===== src/rtl/py2r_pkg.sv =====
// types, constants and helpers shared by the packed yuv 4:2:2 to rgb888 converter
package py2r_pkg;

    typedef logic [7:0]        pix_byte_t;
    typedef logic [2:0]        order_t;
    typedef logic signed [8:0] chroma_t;
    typedef logic signed [17:0] acc_t;

    localparam order_t ORDER_YUYV = 3'd0;
    localparam order_t ORDER_YVYU = 3'd1;
    localparam order_t ORDER_UYVY = 3'd2;
    localparam order_t ORDER_VYUY = 3'd3;

    localparam chroma_t CHROMA_MID = 9'sd128;

    localparam acc_t CR_TO_R = 18'sd359;
    localparam acc_t CB_TO_G = 18'sd88;
    localparam acc_t CR_TO_G = 18'sd183;
    localparam acc_t CB_TO_B = 18'sd454;

    localparam pix_byte_t CHAN_MAX = 8'd255;

    typedef struct packed {
        pix_byte_t luma_0;
        pix_byte_t luma_1;
        chroma_t   cb;
        chroma_t   cr;
    } py2r_entry_t;

    function automatic chroma_t center_chroma(pix_byte_t b);
        return chroma_t'({1'b0, b}) - CHROMA_MID;
    endfunction

    // arithmetic shift right by 8, then clamp to 0..255
    function automatic pix_byte_t clamp_channel(acc_t a);
        pix_byte_t res;
        if (a[17])
        begin
            res = '0;
        end
        else if (a[16])
        begin
            res = CHAN_MAX;
        end
        else
        begin
            res = a[15:8];
        end
        return res;
    endfunction

endpackage


===== src/rtl/py2r_if.sv =====
// channel interfaces: macropixel input, pixel output and byte order write
interface py2r_in_if;
    logic       valid;
    logic       ready;
    logic [7:0] byte_0;
    logic [7:0] byte_1;
    logic [7:0] byte_2;
    logic [7:0] byte_3;

    modport source (output valid, output byte_0, output byte_1, output byte_2,
                    output byte_3, input ready);
    modport sink (input valid, input byte_0, input byte_1, input byte_2,
                  input byte_3, output ready);
endinterface

interface py2r_out_if;
    logic       valid;
    logic       ready;
    logic [7:0] red;
    logic [7:0] green;
    logic [7:0] blue;
    logic       pair_last;

    modport source (output valid, output red, output green, output blue,
                    output pair_last, input ready);
    modport sink (input valid, input red, input green, input blue,
                  input pair_last, output ready);
endinterface

interface py2r_cfg_if;
    logic       valid;
    logic       ready;
    logic [2:0] byte_order;

    modport source (output valid, output byte_order, input ready);
    modport sink (input valid, input byte_order, output ready);
endinterface


===== src/rtl/packed_yuv422_to_rgb888.sv =====
// top level of the packed yuv 4:2:2 to rgb888 converter
//
// channels: macropixel takes one beat of four bytes holding two luma samples
// and one shared chroma pair; pixel gives two rgb888 beats per macropixel,
// pair_last low on the first and high on the second; cfg writes the 3-bit
// byte order (yuyv, yvyu, uyvy, vyuy; any other code gives black pixels).
// cfg is always ready; it must be written only while no macropixel is in
// flight, which the block itself does not enforce.
// the front end unpacks a macropixel into a small queue; the back end takes
// one pixel per cycle from the queue head, while pixel.ready does not stall
// it, through a product register stage and a clamped output register.
// each pixel passes the queue, the product register and the output register
// in that order, the second pixel of a macropixel following the first.
// when pixel.ready is low the output register holds its beat, the back end
// stops once its product register is full, and macropixel beats are still
// taken until the queue is full.
// reset clears the queue, the pipeline valids and sets the order to yuyv.
module packed_yuv422_to_rgb888 import py2r_pkg::*;
#(
    parameter int QUEUE_DEPTH = 2
)
(
    input  logic        clk,
    input  logic        rst_n,
    py2r_in_if.sink     macropixel,
    py2r_cfg_if.sink    cfg,
    py2r_out_if.source  pixel
);

    logic        push;
    logic        pop;
    logic        full;
    logic        not_empty;
    py2r_entry_t push_entry;
    py2r_entry_t head;

    py2r_front u_front
    (
        .clk        (clk),
        .rst_n      (rst_n),
        .macropixel (macropixel),
        .cfg        (cfg),
        .full       (full),
        .push       (push),
        .push_entry (push_entry)
    );

    py2r_queue #(
        .DEPTH (QUEUE_DEPTH)
    ) u_queue
    (
        .clk        (clk),
        .rst_n      (rst_n),
        .push       (push),
        .push_entry (push_entry),
        .pop        (pop),
        .full       (full),
        .not_empty  (not_empty),
        .head       (head)
    );

    py2r_back u_back
    (
        .clk         (clk),
        .rst_n       (rst_n),
        .entry_valid (not_empty),
        .entry       (head),
        .pop         (pop),
        .pixel       (pixel)
    );

endmodule


===== src/rtl/py2r_front.sv =====
// front end: byte order register and unpacking of one macropixel into luma and chroma
module py2r_front import py2r_pkg::*;
(
    input  logic        clk,
    input  logic        rst_n,
    py2r_in_if.sink     macropixel,
    py2r_cfg_if.sink    cfg,
    input  logic        full,
    output logic        push,
    output py2r_entry_t push_entry
);

    order_t byte_order_reg;
    order_t byte_order_next;

    assign cfg.ready = 1'b1;

    always_comb
    begin
        byte_order_next = byte_order_reg;
        if (cfg.valid)
        begin
            byte_order_next = cfg.byte_order;
        end
    end

    always_ff @(posedge clk or negedge rst_n)
    begin
        if (!rst_n)
        begin
            byte_order_reg <= ORDER_YUYV;
        end
        else
        begin
            byte_order_reg <= byte_order_next;
        end
    end

    assign macropixel.ready = !full;
    assign push             = macropixel.valid && !full;

    always_comb
    begin
        push_entry = '0;
        case (byte_order_reg)
            ORDER_YUYV:
            begin
                push_entry.luma_0 = macropixel.byte_0;
                push_entry.luma_1 = macropixel.byte_2;
                push_entry.cb     = center_chroma(macropixel.byte_1);
                push_entry.cr     = center_chroma(macropixel.byte_3);
            end
            ORDER_YVYU:
            begin
                push_entry.luma_0 = macropixel.byte_0;
                push_entry.luma_1 = macropixel.byte_2;
                push_entry.cr     = center_chroma(macropixel.byte_1);
                push_entry.cb     = center_chroma(macropixel.byte_3);
            end
            ORDER_UYVY:
            begin
                push_entry.luma_0 = macropixel.byte_1;
                push_entry.luma_1 = macropixel.byte_3;
                push_entry.cb     = center_chroma(macropixel.byte_0);
                push_entry.cr     = center_chroma(macropixel.byte_2);
            end
            ORDER_VYUY:
            begin
                push_entry.luma_0 = macropixel.byte_1;
                push_entry.luma_1 = macropixel.byte_3;
                push_entry.cr     = center_chroma(macropixel.byte_0);
                push_entry.cb     = center_chroma(macropixel.byte_2);
            end
            default:
            begin
                push_entry = '0;
            end
        endcase
    end

endmodule


===== src/rtl/py2r_queue.sv =====
// small register queue between front and back end
module py2r_queue import py2r_pkg::*;
#(
    parameter int DEPTH = 2
)
(
    input  logic        clk,
    input  logic        rst_n,
    input  logic        push,
    input  py2r_entry_t push_entry,
    input  logic        pop,
    output logic        full,
    output logic        not_empty,
    output py2r_entry_t head
);

    localparam int PTR_W = (DEPTH > 1) ? $clog2(DEPTH) : 1;
    localparam int CNT_W = $clog2(DEPTH + 1);
    localparam logic [PTR_W-1:0] LAST_PTR = PTR_W'(DEPTH - 1);
    localparam logic [CNT_W-1:0] FULL_CNT = CNT_W'(DEPTH);

    py2r_entry_t      slot_reg [DEPTH];
    logic [PTR_W-1:0] wr_ptr_reg;
    logic [PTR_W-1:0] wr_ptr_next;
    logic [PTR_W-1:0] rd_ptr_reg;
    logic [PTR_W-1:0] rd_ptr_next;
    logic [CNT_W-1:0] count_reg;
    logic [CNT_W-1:0] count_next;

    assign full      = (count_reg == FULL_CNT);
    assign not_empty = (count_reg != '0);
    assign head      = slot_reg[rd_ptr_reg];

    always_comb
    begin
        wr_ptr_next = wr_ptr_reg;
        rd_ptr_next = rd_ptr_reg;
        count_next  = count_reg;
        if (push)
        begin
            wr_ptr_next = (wr_ptr_reg == LAST_PTR) ? '0 : wr_ptr_reg + 1'b1;
        end
        if (pop)
        begin
            rd_ptr_next = (rd_ptr_reg == LAST_PTR) ? '0 : rd_ptr_reg + 1'b1;
        end
        if (push && !pop)
        begin
            count_next = count_reg + 1'b1;
        end
        else if (pop && !push)
        begin
            count_next = count_reg - 1'b1;
        end
    end

    always_ff @(posedge clk or negedge rst_n)
    begin
        if (!rst_n)
        begin
            wr_ptr_reg <= '0;
            rd_ptr_reg <= '0;
            count_reg  <= '0;
        end
        else
        begin
            wr_ptr_reg <= wr_ptr_next;
            rd_ptr_reg <= rd_ptr_next;
            count_reg  <= count_next;
        end
    end

    always_ff @(posedge clk)
    begin
        if (push)
        begin
            slot_reg[wr_ptr_reg] <= push_entry;
        end
    end

`ifndef SYNTHESIS
    assert property (@(posedge clk) disable iff (!rst_n) count_reg <= FULL_CNT)
        else $error("queue count above depth");
    assert property (@(posedge clk) disable iff (!rst_n) pop |-> not_empty)
        else $error("pop from empty queue");
    assert property (@(posedge clk) disable iff (!rst_n) push |-> !full)
        else $error("push into full queue");
    assert property (@(posedge clk) disable iff (!rst_n)
        (push && !pop) |=> count_reg == $past(count_reg) + 1'b1)
        else $error("queue count did not grow on push");
`endif

endmodule


===== src/rtl/py2r_back.sv =====
// back end: two pixels per entry through a product stage and a clamp stage
module py2r_back import py2r_pkg::*;
(
    input  logic        clk,
    input  logic        rst_n,
    input  logic        entry_valid,
    input  py2r_entry_t entry,
    output logic        pop,
    py2r_out_if.source  pixel
);

    logic      phase_reg;
    logic      phase_next;
    logic      s1_valid_reg;
    logic      s1_valid_next;
    logic      out_valid_reg;
    logic      out_valid_next;

    acc_t      ys_reg;
    acc_t      ys_next;
    acc_t      p_r_reg;
    acc_t      p_r_next;
    acc_t      p_gcb_reg;
    acc_t      p_gcb_next;
    acc_t      p_gcr_reg;
    acc_t      p_gcr_next;
    acc_t      p_b_reg;
    acc_t      p_b_next;
    logic      s1_last_reg;

    pix_byte_t red_reg;
    pix_byte_t red_next;
    pix_byte_t green_reg;
    pix_byte_t green_next;
    pix_byte_t blue_reg;
    pix_byte_t blue_next;
    logic      last_reg;

    logic      out_adv;
    logic      s1_adv;
    logic      issue;
    pix_byte_t luma;

    assign out_adv = !out_valid_reg || pixel.ready;
    assign s1_adv  = !s1_valid_reg || out_adv;
    assign issue   = entry_valid && s1_adv;
    assign pop     = issue && phase_reg;

    always_comb
    begin
        phase_next     = issue ? !phase_reg : phase_reg;
        s1_valid_next  = s1_adv ? issue : s1_valid_reg;
        out_valid_next = out_adv ? s1_valid_reg : out_valid_reg;
    end

    always_ff @(posedge clk or negedge rst_n)
    begin
        if (!rst_n)
        begin
            phase_reg     <= 1'b0;
            s1_valid_reg  <= 1'b0;
            out_valid_reg <= 1'b0;
        end
        else
        begin
            phase_reg     <= phase_next;
            s1_valid_reg  <= s1_valid_next;
            out_valid_reg <= out_valid_next;
        end
    end

    // product stage
    always_comb
    begin
        luma       = phase_reg ? entry.luma_1 : entry.luma_0;
        ys_next    = acc_t'({luma, 8'd0});
        p_r_next   = acc_t'(entry.cr) * CR_TO_R;
        p_gcb_next = acc_t'(entry.cb) * CB_TO_G;
        p_gcr_next = acc_t'(entry.cr) * CR_TO_G;
        p_b_next   = acc_t'(entry.cb) * CB_TO_B;
    end

    // sum and clamp stage
    always_comb
    begin
        red_next   = clamp_channel(ys_reg + p_r_reg);
        green_next = clamp_channel(ys_reg - p_gcb_reg - p_gcr_reg);
        blue_next  = clamp_channel(ys_reg + p_b_reg);
    end

    always_ff @(posedge clk)
    begin
        if (issue)
        begin
            ys_reg      <= ys_next;
            p_r_reg     <= p_r_next;
            p_gcb_reg   <= p_gcb_next;
            p_gcr_reg   <= p_gcr_next;
            p_b_reg     <= p_b_next;
            s1_last_reg <= phase_reg;
        end
        if (out_adv && s1_valid_reg)
        begin
            red_reg   <= red_next;
            green_reg <= green_next;
            blue_reg  <= blue_next;
            last_reg  <= s1_last_reg;
        end
    end

    assign pixel.valid     = out_valid_reg;
    assign pixel.red       = red_reg;
    assign pixel.green     = green_reg;
    assign pixel.blue      = blue_reg;
    assign pixel.pair_last = last_reg;

`ifndef SYNTHESIS
    assert property (@(posedge clk) disable iff (!rst_n)
        (s1_valid_reg && !s1_adv) |=> s1_valid_reg && $stable(ys_reg) && $stable(p_r_reg))
        else $error("product stage lost while stalled");
    assert property (@(posedge clk) disable iff (!rst_n)
        (out_valid_reg && !pixel.ready) |=> $stable(red_reg) && $stable(last_reg))
        else $error("output pixel changed while stalled");
    assert property (@(posedge clk) disable iff (!rst_n)
        phase_reg |-> entry_valid)
        else $error("second pixel pending without queue entry");
    assert property (@(posedge clk) disable iff (!rst_n)
        issue |=> s1_last_reg == $past(phase_reg))
        else $error("pair position not carried with pixel");
`endif

endmodule


===== src/flat_wrapper.sv =====
// flat-port wrapper written by rule: the top's interface ports become plain ports
module packed_yuv422_to_rgb888_flat import py2r_pkg::*;
#(
    parameter int QUEUE_DEPTH = 2
)
  (clk, rst_n, macropixel_valid, macropixel_byte_0, macropixel_byte_1, macropixel_byte_2, macropixel_byte_3, macropixel_ready, cfg_valid, cfg_byte_order, cfg_ready, pixel_valid, pixel_red, pixel_green, pixel_blue, pixel_pair_last, pixel_ready);
  py2r_in_if macropixel_i ();
  py2r_cfg_if cfg_i ();
  py2r_out_if pixel_i ();
  input  logic clk;
  input  logic rst_n;
  input wire logic [$bits(macropixel_i.valid)-1:0] macropixel_valid;
  input wire logic [$bits(macropixel_i.byte_0)-1:0] macropixel_byte_0;
  input wire logic [$bits(macropixel_i.byte_1)-1:0] macropixel_byte_1;
  input wire logic [$bits(macropixel_i.byte_2)-1:0] macropixel_byte_2;
  input wire logic [$bits(macropixel_i.byte_3)-1:0] macropixel_byte_3;
  output wire logic [$bits(macropixel_i.ready)-1:0] macropixel_ready;
  input wire logic [$bits(cfg_i.valid)-1:0] cfg_valid;
  input wire logic [$bits(cfg_i.byte_order)-1:0] cfg_byte_order;
  output wire logic [$bits(cfg_i.ready)-1:0] cfg_ready;
  output wire logic [$bits(pixel_i.valid)-1:0] pixel_valid;
  output wire logic [$bits(pixel_i.red)-1:0] pixel_red;
  output wire logic [$bits(pixel_i.green)-1:0] pixel_green;
  output wire logic [$bits(pixel_i.blue)-1:0] pixel_blue;
  output wire logic [$bits(pixel_i.pair_last)-1:0] pixel_pair_last;
  input wire logic [$bits(pixel_i.ready)-1:0] pixel_ready;
  assign macropixel_i.valid = macropixel_valid;
  assign macropixel_i.byte_0 = macropixel_byte_0;
  assign macropixel_i.byte_1 = macropixel_byte_1;
  assign macropixel_i.byte_2 = macropixel_byte_2;
  assign macropixel_i.byte_3 = macropixel_byte_3;
  assign macropixel_ready = macropixel_i.ready;
  assign cfg_i.valid = cfg_valid;
  assign cfg_i.byte_order = cfg_byte_order;
  assign cfg_ready = cfg_i.ready;
  assign pixel_valid = pixel_i.valid;
  assign pixel_red = pixel_i.red;
  assign pixel_green = pixel_i.green;
  assign pixel_blue = pixel_i.blue;
  assign pixel_pair_last = pixel_i.pair_last;
  assign pixel_i.ready = pixel_ready;
  packed_yuv422_to_rgb888 #(.QUEUE_DEPTH(QUEUE_DEPTH)) u_core (.clk(clk), .rst_n(rst_n), .macropixel(macropixel_i), .cfg(cfg_i), .pixel(pixel_i));
endmodule

===== config.mk =====
export PLATFORM = sky130hd
export DESIGN_NAME = packed_yuv422_to_rgb888_flat
export DESIGN_NICKNAME = d
export VERILOG_FILES = /design/src/rtl/py2r_pkg.sv /design/src/rtl/py2r_if.sv /design/src/rtl/packed_yuv422_to_rgb888.sv /design/src/rtl/py2r_front.sv /design/src/rtl/py2r_queue.sv /design/src/rtl/py2r_back.sv /design/src/flat_wrapper.sv
export SDC_FILE = /design/constraint.sdc
export NUM_CORES = 1
export LEC_CHECK = 0
export BUFFER_PORTS_ARGS = -buffer_cell sky130_fd_sc_hd__buf_2
export CORE_MARGIN = 3
export CORE_UTILIZATION = 45
export CTS_CLUSTER_DIAMETER = 200
export CTS_CLUSTER_SIZE = 12
export DETAILED_ROUTE_END_ITERATION = 8
export GPL_ROUTABILITY_DRIVEN = 0
export PLACE_DENSITY_LB_ADDON = 0.12
export SYNTH_ARGS = -nofsm -noshare
export SYNTH_HDL_FRONTEND = slang
export SYNTH_HIERARCHICAL = 1
export SYNTH_SLANG_ARGS = --single-unit

===== constraint.sdc =====
create_clock -name clk -period 5.46 [get_ports clk]
set_clock_uncertainty 0.15 [all_clocks]
set_input_delay 0.273 -clock clk [delete_from_list [all_inputs] [get_ports clk]]
set_output_delay 0.273 -clock clk [all_outputs]
set_load 0.01 [all_outputs]

==> out/metrics.yaml, run 1 <==
setup_path:
  critical_path.endpoint_type: "flip-flop"
  reg2reg_depth: 15
  arrival_ps: 5190
  ff2ff_setup_slack_ps: 300
  slowest_delay_ps: 540
  crit_fanout: 10
  startpoint_type: "flip-flop"
  cp_data_required_time_ps: 5490
  worstReg2RegEnd: "u_core/u_back/p_r_reg[17]$_DFFE_PP_"
  endpoint: "u_core/u_back/p_r_reg[17]$_DFFE_PP_"
  worst-setup-path-type: "flip-flop to flip-flop"
  path_cells: "mux2_4, ha_1, fa_1, fa_1, inv_1, fa_1, ha_1, ha_1, o41ai_1, a21oi_1, a21oi_2, a21oi_1, a211oi_2, o21bai_1, xnor2_1"
  cp_slowest_cell: "dfrtp_2"
  r2r-start: "u_core/u_queue/rd_ptr_reg$_DFFE_PN0P_"
  crit_start: "u_core/u_queue/rd_ptr_reg$_DFFE_PN0P_"
logic_synthesis:
  synth_seq_cells: 164
  syn_inst: 1162
  synth_top_family_by_area: "adder cells"
  yosys.area_share.simple_pct: 5.18
  yosysSeqAreaShare_pct: 36.3
  syn_avg_cell_area_um2: 11.6
  yosys_warnings: 6
  synth_top_cell_area_share_pct: 34.4
  synth_edf_count: 154
  ys_async_sr_fraction_pct: 6.10
  synth-xor-area-share_pct: 5.37
  synth_area_leaders: "edfxtp_1 (34%), ha_1 (17%), fa_1 (12%)"
  synth_area_um2: 13400
  synthDistinctLibCells: 65
  synth_compound_area_share_pct: 9.89
  yosysTopAreaCell: "edfxtp_1"
  synth_flop_cell: "edfxtp_1"
  synth_nets: 1465
  synthAdderAreaFrac_pct: 28.9
  synthMuxAreaShare_pct: 7.06
sta:
  fin_tns_setup_ps: 0
  final_max_slew_viol_count: 0
  hold_viol: 0
  min_period_ps: 5160
  timing.final.crit_share_pct: 94.5
  tightest_slew_ps: 605
  fmax_mhz: 194
  slew_headroom_pct: 59.6
  setup_viol: 0
routing:
  drt_iter0_markers: 394
  num_vias: 8186
  wirelength_met1_mm: 12.4
  drtAntennaViolNets: 0
  dr_wl_met3_um: 643
  top_layer: "met4"
  drt-wirelength-per-cell_um: 15.4
  drcViolationCount: 0
  routed-wl-met2_mm: 12.0
  vias_per_cell: 4.98
  routed_wl_mm: 25.3
  first_pass_iters: 5
cells_and_area:
  n_antenna_cell: 0
  largest_reg_flops: 68
  fin_util_pct: 51.2
  layout-drive-gt1-share_pct: 14.1
  final_cell_area_um2: 14900
  final_cells: 1643
  syn_to_final_growth_pct: 10.8
  nets: 1549
clocking:
  cts_buffer_depth: 2
  clock-sinks: 164
  cts_htree_levels: 4
  cts_tree: "done"
  cts_setup_buffers: 0
  path_clk_slew_ps: 80
  clk_latency_ps: 430
  cts_inserted_buffers: 17
  cts_root_buf: "clkbuf_16"
die:
  pin_count: 68
  coreArea_um2: 29100
  die_w_um: 179
  dieHeight_um: 179
  num_rows: 62
  initial_core_util_pct: 46.2
  dieArea_um2: 32000
grt:
  grt_usage_pct: 16.8
  grt_remaining_overflow: 0
  grt_max_degree: 46
  antenna_found_initial: 0
  grt_pass1_vias: 8305
  grt_pass1_wl_mm: 42.2
status:
  status: "completed"
place:
  dpl.hpwl_mm: 21.0
  placed_cell_area_um2: 14200
  placedCellCount: 1603
  port_buffers: 66
run:
  drv_cap: 0
hold_path:
  worstHoldPathType: "input port to flip-flop"
logic make-up after synthesis:
kind of cell               after synthesis
DFF                                    164
muxes                                   78
AOI/OAI and AO/OA                      204
other                                    1
buffers and inverters                  231
adders and majority gates              263
xor gates and xnor gates                80
and+or+nand+nor                        141
worst min-delay path by stage:
stage | start | to | cells after the start
2_1_floorplan | rst_n | u_core/u_back/phase_reg$_DFFE_PN0P_ | 0
5_1_grt | macropixel_byte_2[0] | u_core/u_queue/slot_reg[1][18]$_DFFE_PP_ | 3
3_5_place_dp | rst_n | u_core/u_front/byte_order_reg[0]$_DFFE_PN0P_ | 1
4_1_cts | macropixel_byte_2[4] | u_core/u_queue/slot_reg[1][22]$_DFFE_PP_ | 3
3_3_place_gp | rst_n | u_core/u_front/byte_order_reg[0]$_DFFE_PN0P_ | 1
6_report | macropixel_byte_0[4] | u_core/u_queue/slot_reg[0][30]$_DFFE_PP_ | 3
cell type report:
class	instances	area, um2
Tap cell	384	480
Timing Repair Buffer	88	519
Inverter	208	781
Clock inverter	14	183
Fill cell	2632	14200
Sequential cell	164	4880
Multi-Input combinational cell	767	7600
Clock buffer	18	450
cell usage in the layout (no fill, tap or decap), types with 6 or more instances in the layout:
master         instances
inv_1                208
ha_1                 184
edfxtp_1             154
fa_1                  79
buf_2                 66
a21oi_1               55
xnor2_1               52
nor2_1                51
o21a_1                33
mux2i_1               31
mux2_4                29
xor2_1                26
nand2_1               25
o21ai_1               24
a21o_1                21
clkbuf_16             18
mux2_2                18
o22ai_1               16
nor2b_1               15
o21ai_0               14
buf_4                 13
dfrtp_1                9
dlygate4sd3_1          8
clkinv_8               7
nand2b_1               7
and3_1                 6
worst max-delay path, delay by kind of cell, from the launching register on:
family | cells | cell delay [ps]
buf+inv | 1 | 60
flops | 1 | 540
mux | 1 | 380
compound gates | 6 | 1300
xor+xnor | 1 | 130
fa+ha+maj | 6 | 2350
cell usage after synthesis, types with 4 or more instances:
library cell and count:
nand4_1 4, xnor2_1 52, fa_1 79, nand2b_1 7
dfrtp_1 10, a21o_1 21, nor2_1 51, buf_6 4
nor3_1 5, clkbuf_1 6, xor2_1 26, nor2b_1 17
edfxtp_1 154, a211oi_1 5, mux2_4 29, a21oi_1 56
o21a_1 33, buf_4 6, and3_1 6, o21bai_1 5
mux2i_1 31, o22ai_1 16, nand2_1 25, mux2_2 18
o21ai_0 14, o21ai_1 24, or2_2 4, inv_1 208
ha_1 184
per-stage QoR:
step / setup WS [ps] / hold slack (ps)
final: 301 / 68.5
after global placement: 171 / 32.0
after CTS: 112 / 59.7
after detailed placement: 126 / 31.1
after global routing: -4.24 / 77.0
after floorplan: 354 / -173
per-layer routing:
| layer | up-vias | global-route usage [%] |
|---|---|---|
| met3 | 18 | 2.31 |
| met5 | - | 0 |
| li1 | 4171 | - |
| met4 | 0 | 4.03 |
| met1 | 3882 | 23.5 |
| met2 | 115 | 27.8 |
what timing repair did:
item                                    CTS  global route
hold buffers                              8             0
resized for setup                         0             3
hold endpoints to repair                 14             0
endpoints found under the setup margin    0             4
Power of run 1 is not shown: default switching activity piles up to over one toggle a cycle in this logic, so the estimate is an artifact.
==> run 2, diff against run 1 <==
Settings changed: ABC_AREA set to 1.
==> out/metrics.yaml, run 2 <==
clocking:
  cts_inserted_buffers: 17
  cts_htree_levels: 4
  path_clk_slew_ps: 70
  cts_setup_buffers: 0
  clock-sinks: 164
  clk_latency_ps: 440
  cts_buffer_depth: 2
  cts_root_buf: "clkbuf_16"
  cts_tree: "done"
setup_path:
  arrival_ps: 4790
  worst-setup-path-type: "flip-flop to flip-flop"
  startpoint_type: "flip-flop"
  cp_data_required_time_ps: 5500
  critical_path.endpoint_type: "flip-flop"
  crit_fanout: 15
sta:
  tightest_slew_ps: 1050
  min_period_ps: 4740
  hold_viol: 0
  holdWs_ps: 76.4
  timing.final.crit_share_pct: 86.8
  setup_viol: 0
  slew_headroom_pct: 29.8
  fin_tns_setup_ps: 0
  final_max_slew_viol_count: 0
  rsz0062_at_grt: "no"
  fmax_mhz: 211
logic_synthesis:
  yosys_warnings: 6
  synth_edf_count: 154
  yosysMostFrequentCell: "inv_1"
  synth_commonest_cells: "inv_1 (349), nand2_1 (332), ha_1 (184), edfxtp_1 (154), nor2_1 (129)"
  synth_seq_cells: 164
  synth_area_um2: 14800
  syn_inst: 1661
  synth_area_leaders: "edfxtp_1 (31%), ha_1 (16%), fa_1 (11%)"
  synth_nets: 1964
  syn_avg_cell_area_um2: 8.90
  synthDistinctLibCells: 41
  yosysSeqAreaShare_pct: 33.0
  yosysTopAreaCell: "edfxtp_1"
  ys_async_sr_fraction_pct: 6.10
  synth_flop_cell: "edfxtp_1"
  synth_top_cell_area_share_pct: 31.3
routing:
  first_pass_iters: 4
  vias_per_cell: 4.86
  drt-wirelength-per-cell_um: 14.7
  drtAntennaViolNets: 0
  drt_iter0_markers: 538
  drcViolationCount: 0
  routed_wl_mm: 32.2
  num_vias: 10600
die:
  num_rows: 65
  coreArea_um2: 32000
  dieHeight_um: 187
  pin_count: 68
  dieArea_um2: 35100
  die_w_um: 187
  initial_core_util_pct: 46.3
place:
  port_buffers: 66
  dpl.hpwl_mm: 25.6
cells_and_area:
  layout-drive-gt1-share_pct: 10.1
  fin_util_pct: 50.7
  final_common_cell: "inv_1"
  largest_reg_flops: 68
  syn_to_final_growth_pct: 9.55
  n_antenna_cell: 0
  nets: 2037
  final_cell_mix: "inv_1 (348), nand2_1 (332), ha_1 (184), edfxtp_1 (154), nor2_1 (128)"
grt:
  antenna_found_initial: 0
  grt_pass1_vias: 10500
  grt_pass1_wl_mm: 52.9
  grt_max_degree: 63
  grt_usage_pct: 18.9
  grt_remaining_overflow: 0
run:
  drv_cap: 0
status:
  status: "completed"
hold_path:
  worstHoldPathType: "input port to async pin"
==> run 2: changes by cell type in the layout (fill, tap and decap cells not counted), moves of 22 or more <==
| cell | before | now |
|---|---|---|
| nand2_1 | 25 | 332 |
| xnor2_1 | 52 | 26 |
| o21a_1 | 33 | 3 |
| inv_1 | 208 | 348 |
| mux2i_1 | 31 | 0 |
| o21ai_0 | 14 | 36 |
| nor2_1 | 51 | 128 |
| nand3_1 | 3 | 101 |
==> run 2: layout make-up <==
| type | instances | area, um2 |
|---|---|---|
| fillers | 3056 | 15800 |
| multi-input cells | 1113 | 8350 |
| flip-flops and latches | 164 | 4880 |
| inverters | 354 | 1330 |
| well taps | 435 | 544 |
| repair buffers | 84 | 493 |
| clock buffers | 17 | 425 |
| clock inverters | 15 | 183 |
==> run 2: through the flow <==
| step | area, um2 | cells | setup slack (ps) |
|---|---|---|---|
| global route | 16200 | 2182 | 397 |
| global placement | 15500 | 2139 | 746 |
| CTS | 16200 | 2182 | 689 |
| floorplan | 14800 | 1661 | 901 |
| finish | 16200 | 2182 | 719 |
| detailed placement | 15500 | 2139 | 704 |
==> run 2: worst max-delay path, cell delays in order (launching register included) <==
cell     delay, ps
dfrtp_2        580
mux2_4         460
fa_1           510
inv_1           90
fa_1           540
fa_1           440
fa_1           540
inv_1           40
ha_1           360
a21oi_1        210
o21ai_0        150
nand2_1         80
nand3_1         90
nand2_1        110
nand2_1         50
nand2_1         50
nand2_1         50
==> run 2: kinds of logic (layout without fill, tap and decap cells) <==
family,after synthesis,after routing,share of synthesized area (%)
simple gates,624,624,18.1
buf+inv,384,470,10.7
fa+ha+maj,263,263,26.3
flops,164,164,33.0
compound gates,125,125,4.71
xor+xnor,66,66,3.91
mux,34,34,3.33
other cells,1,1,0.0254
==> run 2: worst paths after layout <==
kind | from | end | slack, ps | depth (start not counted)
max | u_core/u_queue/rd_ptr_reg$_DFFE_PN0P_ | u_core/u_back/p_gcr_reg[17]$_DFFE_PP_ | 720 | 16
min | rst_n | u_core/u_front/byte_order_reg[1]$_DFFE_PN0P_ | 80 | 2
max reg2reg | u_core/u_queue/rd_ptr_reg$_DFFE_PN0P_ | u_core/u_back/p_gcr_reg[17]$_DFFE_PP_ | 720 | 16
min reg2reg | u_core/u_back/s1_last_reg$_DFFE_PP_ | u_core/u_back/pixel.pair_last$_DFFE_PP_ | 300 | 0
max in group asynchronous | rst_n | u_core/u_queue/rd_ptr_reg$_DFFE_PN0P_ | 4850 | 2
min in group clk | macropixel_byte_3[4] | u_core/u_queue/slot_reg[0][22]$_DFFE_PP_ | 80 | 3
==> run 2: timing repair <==
action / in CTS / in global routing
endpoints found under the setup margin: 0 / 0
endpoints found under the hold margin: 14 / 0
resized for setup: 0 / 0
hold buffers: 11 / 0
==> run 2: routing by layer <==
layer	GRT usage (%)	share of wire [%]	vias to the layer above
met5	0	0	-
met4	4.89	1.7	0
met3	2.38	3.2	28
met2	31.7	47	177
met1	25.9	48	4950
li1	-	-	5460
Power of run 2 is left out for the same reason.
==> run 3, diff against run 2 <==
Settings changed: ABC_AREA 1 to 0, GPL_TIMING_DRIVEN set to 0, TNS_END_PERCENT set to 30.
==> out/metrics.yaml, run 3 (same netlist as run 1, synthesis figures left out) <==
place:
  placedCellCount: 1615
  placed_cell_area_um2: 14300
  port_buffers: 66
  dpl.hpwl_mm: 20.3
setup_path:
  startpoint_type: "flip-flop"
  cp_slowest_cell: "fa_1"
  ff2ff_setup_slack_ps: 200
  worst-setup-path-type: "flip-flop to flip-flop"
  cp_data_required_time_ps: 5490
  path_buf_inv: 4
  critical_path.endpoint_type: "flip-flop"
  arrival_ps: 5290
  slowest_delay_ps: 500
  crit_fanout: 10
  worstReg2RegEnd: "u_core/u_back/p_r_reg[17]$_DFFE_PP_"
  reg2reg_depth: 18
  r2r-start: "u_core/u_queue/rd_ptr_reg$_DFFE_PN0P_"
  crit_start: "u_core/u_queue/rd_ptr_reg$_DFFE_PN0P_"
  path_cells: "buf_6, buf_12, mux2_4, ha_2, inv_1, fa_1, fa_1, inv_1, fa_1, ha_1, ha_1, o41ai_1, a21oi_1, a21oi_2, a21oi_2, a211oi_2, o21bai_1, xnor2_1"
  endpoint: "u_core/u_back/p_r_reg[17]$_DFFE_PP_"
  crit_cells: 18
  path_common_cell: "fa_1"
  critical-path-top-delay-family: "adder cells"
sta:
  hold_viol: 0
  fmax_mhz: 190
  min_period_ps: 5260
  tightest_slew_ps: 906
  fin_tns_setup_ps: 0
  timing.final.crit_share_pct: 96.3
  setup_viol: 0
  final_max_slew_viol_count: 0
  slew_headroom_pct: 39.6
clocking:
  cts_root_buf: "clkbuf_16"
  cts_buffer_depth: 2
  path_clk_slew_ps: 80
  cts_tree: "done"
  cts_htree_levels: 4
  clk_latency_ps: 430
  cts_inserted_buffers: 17
  clock-sinks: 164
die:
  initial_core_util_pct: 46.2
  num_rows: 62
  die_w_um: 179
  coreArea_um2: 29100
  dieHeight_um: 179
  pin_count: 68
  dieArea_um2: 32000
routing:
  first_pass_iters: 4
  drtAntennaViolNets: 0
  vias_per_cell: 5.00
  num_vias: 8335
  drt_iter0_markers: 278
  drcViolationCount: 0
  routed_wl_mm: 25.5
  drt-wirelength-per-cell_um: 15.3
cells_and_area:
  n_antenna_cell: 0
  final_common_cell: "inv_1"
  final_cells: 1666
  largest_reg_flops: 68
  syn_to_final_growth_pct: 12.6
  final_cell_area_um2: 15100
  layout-drive-gt1-share_pct: 15.8
  final_cell_mix: "inv_1 (207), ha_1 (181), edfxtp_1 (154), fa_1 (79), buf_2 (69)"
  nets: 1572
grt:
  antenna_found_initial: 0
  grt_usage_pct: 16.6
  grt_pass1_vias: 8281
  grt_pass1_wl_mm: 41.8
  grt_remaining_overflow: 0
  grt_max_degree: 35
run:
  drv_cap: 0
hold_path:
  worstHoldPathType: "input port to flip-flop"
status:
  status: "completed"
-- run 3: worst reg2reg max path, cell delays in order (launching register included) --
cell      delay [ps]
dfrtp_1          380
buf_6            150
buf_12           160
mux2_4           390
ha_2             260
inv_1             80
fa_1             440
fa_1             500
inv_1             60
fa_1             490
ha_1             310
ha_1             310
o41ai_1          350
a21oi_1          120
a21oi_2          240
a21oi_2          130
a211oi_2         290
o21bai_1         110
xnor2_1          120
-- run 3: per-layer routing --
metal  wire [um]  vias up  track usage, %
met1       12200     3970            23.6
met3        1020       13            1.95
li1            -     4217               -
met4         173        0            3.12
met5           0        -               0
met2       12100      135            27.7
-- run 3: area by class of cell --
class | count | area [um2]
buffer | 23 | 203
clock buffer | 17 | 425
sequential | 164 | 4870
multi-input combinational | 767 | 7640
fill | 2615 | 14000
clock inverter | 15 | 183
inverter | 208 | 785
timing repair buffer | 88 | 546
tap | 384 | 480
-- run 3: stage by stage --
step                      util, %  hold WS, ps  setup WS, ps
after floorplan                 -         -173           354
after global placement       49.0      -0.0399          -160
after detailed placement     49.2         4.26          -128
after CTS                    51.6         8.08          56.8
after global routing         52.0         67.4         -2.66
final                        52.0         19.4           199
-- run 3: worst min-delay path by stage --
stage | startpoint | endpoint | slack (ps) | cells past startpoint
detailed placement | rst_n | u_core/u_front/byte_order_reg[1]$_DFFE_PN0P_ | 4 | 1
global route | pixel_ready | u_core/u_back/s1_valid_reg$_DFFE_PN0N_ | 70 | 4
global placement | rst_n | u_core/u_front/byte_order_reg[1]$_DFFE_PN0P_ | -0.04 | 1
CTS | pixel_ready | u_core/u_back/s1_valid_reg$_DFFE_PN0N_ | 8 | 4
floorplan | rst_n | u_core/u_back/phase_reg$_DFFE_PN0P_ | -170 | 0
finish | pixel_ready | u_core/u_back/s1_valid_reg$_DFFE_PN0N_ | 20 | 4
-- run 3: repair_timing --
item                                    in CTS  in global routing
resized for setup                            2                  7
hold buffers                                 7                  0
endpoints found under the setup margin       3                  3
setup buffers                                0                 12
pin swaps                                    0                  3
endpoints found under the hold margin       13                  0
Power of run 3 is left out for the same reason.
